[src/sv/rfgv_pkg.sv]
// Package for the rotating-frame ghost velocity block.
// Types, state codes, field widths and constants shared by controller,
// datapath and top level. No dependencies.
package rfgv_pkg;

   localparam int POINTS_PER_LAYER = 4;
   localparam int NUM_LAYERS       = 3;
   localparam int CELL_POINTS      = NUM_LAYERS * POINTS_PER_LAYER;
   localparam int NUM_AXES         = 3;

   localparam int DATA_W  = 32;  // Q16.16 fields and registers
   localparam int SUM_W   = 35;  // per-layer, per-axis sum
   localparam int N_W     = 37;  // eight times a ghost coordinate
   localparam int MOP_W   = 21;  // multiplier operand taken from N
   localparam int PROD_W  = MOP_W + DATA_W;
   localparam int ACC_W   = 70;  // exact cross-term difference
   localparam int SHR_W   = ACC_W - 19;
   localparam int CNT_W   = 4;
   localparam int CSR_IDX_W = 3;

   localparam logic [CNT_W-1:0] LAST_POINT = CNT_W'(CELL_POINTS - 1);

   // Configuration register indexes
   localparam logic [CSR_IDX_W-1:0] CSR_CENTER_X = 3'd0;
   localparam logic [CSR_IDX_W-1:0] CSR_CENTER_Y = 3'd1;
   localparam logic [CSR_IDX_W-1:0] CSR_CENTER_Z = 3'd2;
   localparam logic [CSR_IDX_W-1:0] CSR_OMEGA_X  = 3'd3;
   localparam logic [CSR_IDX_W-1:0] CSR_OMEGA_Y  = 3'd4;
   localparam logic [CSR_IDX_W-1:0] CSR_OMEGA_Z  = 3'd5;

   // Axis codes
   localparam logic [1:0] AXIS_X = 2'd0;
   localparam logic [1:0] AXIS_Y = 2'd1;
   localparam logic [1:0] AXIS_Z = 2'd2;

   // Partial products of one cross term a*b - c*d
   localparam logic [1:0] PART_AB_HI = 2'd0;
   localparam logic [1:0] PART_AB_LO = 2'd1;
   localparam logic [1:0] PART_CD_HI = 2'd2;
   localparam logic [1:0] PART_CD_LO = 2'd3;

   localparam logic signed [ACC_W-1:0] ROUND_BIAS = 70'sh40000;  // 2^18

   typedef enum logic [2:0] {
      ST_IDLE,
      ST_LATCH,
      ST_MAC,
      ST_FLUSH_ACC,
      ST_FLUSH_RND,
      ST_EMIT0,
      ST_EMIT1
   } rfgv_state_type;

   typedef struct packed {
      logic       acc_en;
      logic [1:0] acc_layer;
      logic       latch_en;
      logic       mac_en;
      logic       mac_layer;
      logic [1:0] mac_axis;
      logic [1:0] mac_part;
      logic       emit_en;
      logic       emit_layer;
   } rfgv_cmd_type;

endpackage

[src/sv/rfgv_ctrl.sv]
// Controller of the rotating-frame ghost velocity block.
// Counts points of a cell and sequences latch, multiply-accumulate and emit.
// Depends on rfgv_pkg.
module rfgv_ctrl import rfgv_pkg::*; (
   input  logic         clock,
   input  logic         reset,
   input  logic         start,
   output logic         busy,
   output rfgv_cmd_type cmd
);

   rfgv_state_type   state_ff, state_in;
   logic [CNT_W-1:0] point_count_ff, point_count_in;
   logic             mac_layer_ff, mac_layer_in;
   logic [1:0]       mac_axis_ff, mac_axis_in;
   logic [1:0]       mac_part_ff, mac_part_in;

   always_ff @(posedge clock) begin
      if (reset) begin
         state_ff       <= ST_IDLE;
         point_count_ff <= '0;
         mac_layer_ff   <= 1'b0;
         mac_axis_ff    <= AXIS_X;
         mac_part_ff    <= PART_AB_HI;
      end else begin
         state_ff       <= state_in;
         point_count_ff <= point_count_in;
         mac_layer_ff   <= mac_layer_in;
         mac_axis_ff    <= mac_axis_in;
         mac_part_ff    <= mac_part_in;
      end
   end

   always_comb begin
      state_in       = state_ff;
      point_count_in = point_count_ff;
      mac_layer_in   = mac_layer_ff;
      mac_axis_in    = mac_axis_ff;
      mac_part_in    = mac_part_ff;
      busy           = 1'b1;
      cmd            = '0;
      cmd.acc_layer  = point_count_ff[3:2];
      cmd.mac_layer  = mac_layer_ff;
      cmd.mac_axis   = mac_axis_ff;
      cmd.mac_part   = mac_part_ff;
      case (state_ff)
         ST_IDLE: begin
            busy = 1'b0;
            if (start) begin
               cmd.acc_en = 1'b1;
               if (point_count_ff == LAST_POINT) begin
                  point_count_in = '0;
                  state_in       = ST_LATCH;
               end else begin
                  point_count_in = point_count_ff + CNT_W'(1);
               end
            end
         end
         ST_LATCH: begin
            cmd.latch_en = 1'b1;
            mac_layer_in = 1'b0;
            mac_axis_in  = AXIS_X;
            mac_part_in  = PART_AB_HI;
            state_in     = ST_MAC;
         end
         ST_MAC: begin
            cmd.mac_en  = 1'b1;
            mac_part_in = mac_part_ff + 2'd1;
            if (mac_part_ff == PART_CD_LO) begin
               if (mac_axis_ff == AXIS_Z) begin
                  mac_axis_in  = AXIS_X;
                  mac_layer_in = 1'b1;
                  if (mac_layer_ff) begin
                     state_in = ST_FLUSH_ACC;
                  end
               end else begin
                  mac_axis_in = mac_axis_ff + 2'd1;
               end
            end
         end
         ST_FLUSH_ACC: begin
            state_in = ST_FLUSH_RND;
         end
         ST_FLUSH_RND: begin
            state_in = ST_EMIT0;
         end
         ST_EMIT0: begin
            cmd.emit_en    = 1'b1;
            cmd.emit_layer = 1'b0;
            state_in       = ST_EMIT1;
         end
         ST_EMIT1: begin
            cmd.emit_en    = 1'b1;
            cmd.emit_layer = 1'b1;
            state_in       = ST_IDLE;
         end
         default: begin
            state_in = ST_IDLE;
         end
      endcase
   end

   // second ghost layer is always right behind the first
   a_emit_order: assert property (@(posedge clock) disable iff (reset)
      (cmd.emit_en && cmd.emit_layer) |-> $past(cmd.emit_en && !cmd.emit_layer))
      else $error("second result without first");

   // twelfth point of a cell starts the computation
   a_cell_done: assert property (@(posedge clock) disable iff (reset)
      (!busy && start && point_count_ff == LAST_POINT) |=> (state_ff == ST_LATCH))
      else $error("cell completion missed");

   a_count_range: assert property (@(posedge clock) disable iff (reset)
      point_count_ff <= LAST_POINT)
      else $error("point count out of range");

   // block frees up only after the last result of a cell
   a_busy_fall: assert property (@(posedge clock) disable iff (reset)
      ($fell(busy) && !$past(reset)) |-> $past(state_ff == ST_EMIT1))
      else $error("busy dropped early");

endmodule

[config.mk]
export PLATFORM = sky130hd
export DESIGN_NAME = rfgv_ctrl
export DESIGN_NICKNAME = d
export VERILOG_FILES = /design/src/sv/rfgv_pkg.sv /design/src/sv/rfgv_ctrl.sv
export SDC_FILE = /design/constraint.sdc
export NUM_CORES = 1
export LEC_CHECK = 0
export ABC_CLOCK_PERIOD_IN_PS = 3400
export BUFFER_PORTS_ARGS = -buffer_cell sky130_fd_sc_hd__buf_4
export CAP_MARGIN = 15
export CORE_AREA = 8 8 45 47
export CTS_CLUSTER_DIAMETER = 50
export DETAILED_ROUTE_END_ITERATION = 12
export DIE_AREA = 0 0 53 55
export PLACE_DENSITY_LB_ADDON = 0.05
export SLEW_MARGIN = 20
export SYNTH_ARGS = -nofsm -noshare
export SYNTH_HDL_FRONTEND = slang
export SYNTH_SLANG_ARGS = --single-unit
[constraint.sdc]
create_clock -name clock -period 3.4 [get_ports clock]
set_input_delay 0.51 -clock clock [delete_from_list [all_inputs] [get_ports clock]]
set_output_delay 0.51 -clock clock [all_outputs]
set_load 0.01 [all_outputs]
---- After elaboration in Yosys (flattened, before gate mapping) ----
Cells that the tools add are included.
word-level totals
  register bits ........................... 12
  bits in latches ......................... 0
  RAM bits ................................ 0
  memory bits (read-only) ................. 0
  bits of input ports ..................... 3
  output and inout port bits .............. 13
  logic and storage cells ................. 48
  memories ................................ 0
cells by class
  add/subtract/negate cells ............... 3
  multiply operators ...................... 0
  divide/modulo/power cells ............... 0
  order comparisons ....................... 0
  eq/ne operators ......................... 14
  shift operators ......................... 0
  muxes and demuxes ....................... 20
  bitwise operators ....................... 0
  reduce and logical (&&, ||, !) cells .... 6
operators by type and width
  operator                                                         number
  3-bit one-hot mux with 6 select lines                            1
  3-bit 2-to-1 mux                                                 5
  2-bit one-hot mux with 2 select lines                            3
  2-bit != test, second input constant                             5
  3-bit == test, second input constant                             3
  1-bit 2-to-1 mux                                                 7
  3-bit by 2-bit == test with 1-bit output, second input constant  2
  5-bit AND reduction                                              1
  2-bit by 1-bit adder with 2-bit output, second input constant    2
  4-bit by 1-bit adder with 4-bit output, second input constant    1
  2-bit == test, second input constant                             2
  4-bit == test, second input constant                             1
  2-bit 2-to-1 mux                                                 2
  4-bit 2-to-1 mux                                                 1
  2-bit AND reduction                                              2
  3-bit by 1-bit == test with 1-bit output, second input constant  1
  3-bit logical NOT                                                1
  3-bit AND reduction                                              1
  1-bit one-hot mux with 2 select lines                            1
  2-bit nonzero test                                               1

---- Logic depth before layout (Yosys ltp) ----
  depth after elaboration ................. 4
  mapped depth ............................ 5
  depth with buffers taken out ............ 4

---- Worst setup path before layout ----
OpenSTA, ideal clock, no wires.
  path kind ............................... register to output
  start point ............................. register state_ff[1]
  end point ............................... output cmd[7] in the netlist's numbering
  arrival time ............................ 1.233 ns
  data required time ...................... 2.890 ns
  path slack .............................. 1.657 ns
  cell stages (with the launch flop) ...... 5
  path buffers ............................ 2
  path through ............................ dfxtp_1 > clkbuf_1 > or3b_2 > inv_2 > buf_4
RTL lines
  element                 RTL line         source
  start, declared         rfgv_ctrl.sv:12  rfgv_state_type state_ff, state_in;
  start signal, assigned  rfgv_ctrl.sv:26  state_ff <= state_in;
  end, declared           rfgv_ctrl.sv:9   output rfgv_cmd_type cmd

==> impl_metrics.csv <==
group,metric,value,unit
layout,drive_above_1_share,28.2,%
clock_network,clk_pin_slew,0.08,ns
global_routing,grt_start_max_net_pins,13,
global_routing,grt_pass1_wl,2040,um
synthesis,synth_top_area_share,39.0,%
worst_setup_path,worstSetupPathType,"reg2out",
layout,final_cell_count_no_fill,101,
route,wire_per_inst,12.3,um
pwr,power.leakage,0.311,nW
synthesis,async_flop_share,0,%
layout,diodes,0,
clock_network,h-tree-depth,1,
synthesis,synth.area.top_cells,"dfxtp_1, a21oi_1, nand3_1, buf_4, or3b_2",
route,drc,0,
floorplan,die_w,53,um
route,initialDrtViolationCount,10,
clock_network,cts_tree,"built",
synthesis,ys_seq_area_share,39.0,%
synthesis,synth_area,616,um^2
floorplan,die-area,2920,um^2
timing,drv_slew,0,
worst_setup_path,startpoint_type,"register",
timing,setup_viol,0,
pwr,intPower,0.000214,W
clock_network,cts_setup_buffers,0,
synthesis,synthesis.area_per_instance,8.32,um^2
timing,tightestPinTransition,0.299,ns
clock_network,clock_path_buffers,2,
pwr,power_frac_seq,53.2,%
placed_design,dp_cells,97,
timing,fin_crit_sh,60.8,%
pwr,ir_worst_vdd,197,uV
synthesis,yosysUniqueCellTypes,25,
synthesis,synth_nets,79,
timing,finalSetupTns,0,ns
clock_network,postCtsHoldBufs,0,
layout,final_util,53.3,%
pwr,p_switching,0.0000581,W
worst_setup_path,arrival,1.56,ns
clock_network,cts_buffers,3,
floorplan,die_h,55,um
global_routing,grt_pass1_vias,487,
layout,fin_nets,91,
clock_network,clock_latency,0.27,ns
route,viasPerCell,5.16,
worst_setup_path,required,2.89,ns
placed_design,hpwlAfterDp,924,um
route,vias,521,
clock_network,clock-sinks,12,
route,routed_wl,1240,um
placed_design,numPortBuffers,15,
synthesis,yosysMostFrequentCell,"dfxtp_1",
synthesis,postSynthCellCount,74,
status,status,"finished, final reports clean",
timing,slew_headroom,79.5,%
floorplan,core_area,1380,um^2
timing,fin_skew,0.00200,ns
clock_network,ctsResizeCount,0,
pwr,switching_share,21.4,%
synthesis,yosysTopAreaCell,"dfxtp_1",
route,ant_nets,0,
timing,rsz0062_at_grt,"no",
layout,syn_to_final_growth,19.9,%
synthesis,yosys-top-cells-count,"dfxtp_1, a21oi_1, nand3_1, nand2_1",
synthesis,ys.flop_type,"dfxtp_1",
floorplan,initial_core_util,44.5,%
timing,fmaxAchievable,0.484,GHz
hold_path,min_path_type,"reg2reg",
global_routing,track_usage,9.50,%
worst_setup_path,end_kind,"primary output",
synthesis,yosys_register_bits,12,
synthesis,synth-warning-count,0,
placed_design,gp_congestion,0.685,
pwr,p_comb_share,4.8,%
clock_network,cts_root_buf,"clkbuf_4",
timing,period_minus_slack,2.07,ns
global_routing,antenna_found_initial,0,
job,drv_cap,0,
route,firstDrtPassIters,4,
pwr,p_clk_share,42.1,%
worst_setup_path,worst-path-max-fanout,11,
floorplan,std_cell_rows,14,
pwr,cellPowerDensity,368,nW/um^2
timing,hold_violations,0,
global_routing,overflow,0,
floorplan,ios,16,
synthesis,synth_edf_count,0,
registers in the layout, summed over array words and instances, names as in the netlist:
signal / flops
point_count_ff: 4
state_ff: 3
mac_axis_ff: 2
mac_part_ff: 2
mac_layer_ff: 1
worst paths after layout:
kind | from | to | slack (ns) | cells past startpoint
max | state_ff[1]$_SDFFE_PP0P_ | cmd[11] | 1.33 | 3
min | mac_layer_ff$_SDFFE_PP0P_ | mac_layer_ff$_SDFFE_PP0P_ | 0.47 | 2
max reg2reg | state_ff[1]$_SDFFE_PP0P_ | point_count_ff[3]$_SDFFE_PP0P_ | 1.72 | 3
min reg2reg | mac_layer_ff$_SDFFE_PP0P_ | mac_layer_ff$_SDFFE_PP0P_ | 0.47 | 2
power by group through the flow:
stage / registers (W) / logic, W / clock network (W)
final: 0.000144 / 0.0000130 / 0.000114
after global routing: 0.000145 / 0.0000148 / 0.000126
after CTS: 0.000144 / 0.0000132 / 0.000118
after detailed placement: 0.000148 / 0.0000131 / 0
after global placement: 0.000148 / 0.0000129 / 0
after floorplan: 0.000147 / 0.00000889 / 0
worst max-delay path, cell delays in order (launching register included):
cell and delay, ns:
dfxtp_1 0.39, or4b_1 0.68, inv_1 0.10, buf_4 0.12
kinds of logic (layout without fill, tap and decap cells):
logic type	count (synthesis)	count (layout)	synth area share (%)
AND/OR/NAND/NOR	31	31	29.5
AO/OA/AOI/OAI	14	14	13.4
buffers and inverters	13	24	10.6
flip-flops	12	12	39.0
adder cells (fa/ha/maj)	2	2	4.06
multiplexers	2	2	3.46
layout make-up:
class | instances | area (um^2)
fill | 132 | 646
multi-input combinational | 49 | 310
sequential | 12 | 240
timing repair buffer | 15 | 113
clock buffer | 4 | 36.3
tap | 16 | 20.0
inverter | 5 | 18.8
cells in the final DEF, fill, tap and decap left out, types with 2 or more instances in the layout:
cell type  instances
nand2b_1           4
nand2_1            5
a21oi_1            9
ha_1               2
inv_1              4
nor2b_1            2
clkbuf_4           3
or3_1              4
buf_4             15
nand3_1            7
nor2_1             3
or3b_2             3
dfxtp_1           12
routing by layer:
| metal | track usage, % | vias up | wire length (um) |
|---|---|---|---|
| met4 | 7.76 | 0 | 14 |
| met1 | 12.0 | 225 | 607 |
| met5 | 0 | - | 0 |
| met2 | 12.9 | 15 | 503 |
| li1 | - | 279 | - |
| met3 | 2.94 | 2 | 112 |
metrics by stage:
| stage | hold WS [ns] | area [um^2] | power, W | setup WS (ns) |
|---|---|---|---|---|
| final | 0.472 | 738 | 0.000272 | 1.33 |
| after global routing | 0.486 | 738 | 0.000286 | 1.22 |
| after CTS | 0.475 | 738 | 0.000275 | 1.31 |
| after detailed placement | 0.465 | 702 | 0.000161 | 1.50 |
| after global placement | 0.463 | 702 | 0.000160 | 1.51 |
| after floorplan | 0.446 | 616 | 0.000156 | 1.66 |
No activity file was read; power rests on OpenSTA's default activity.
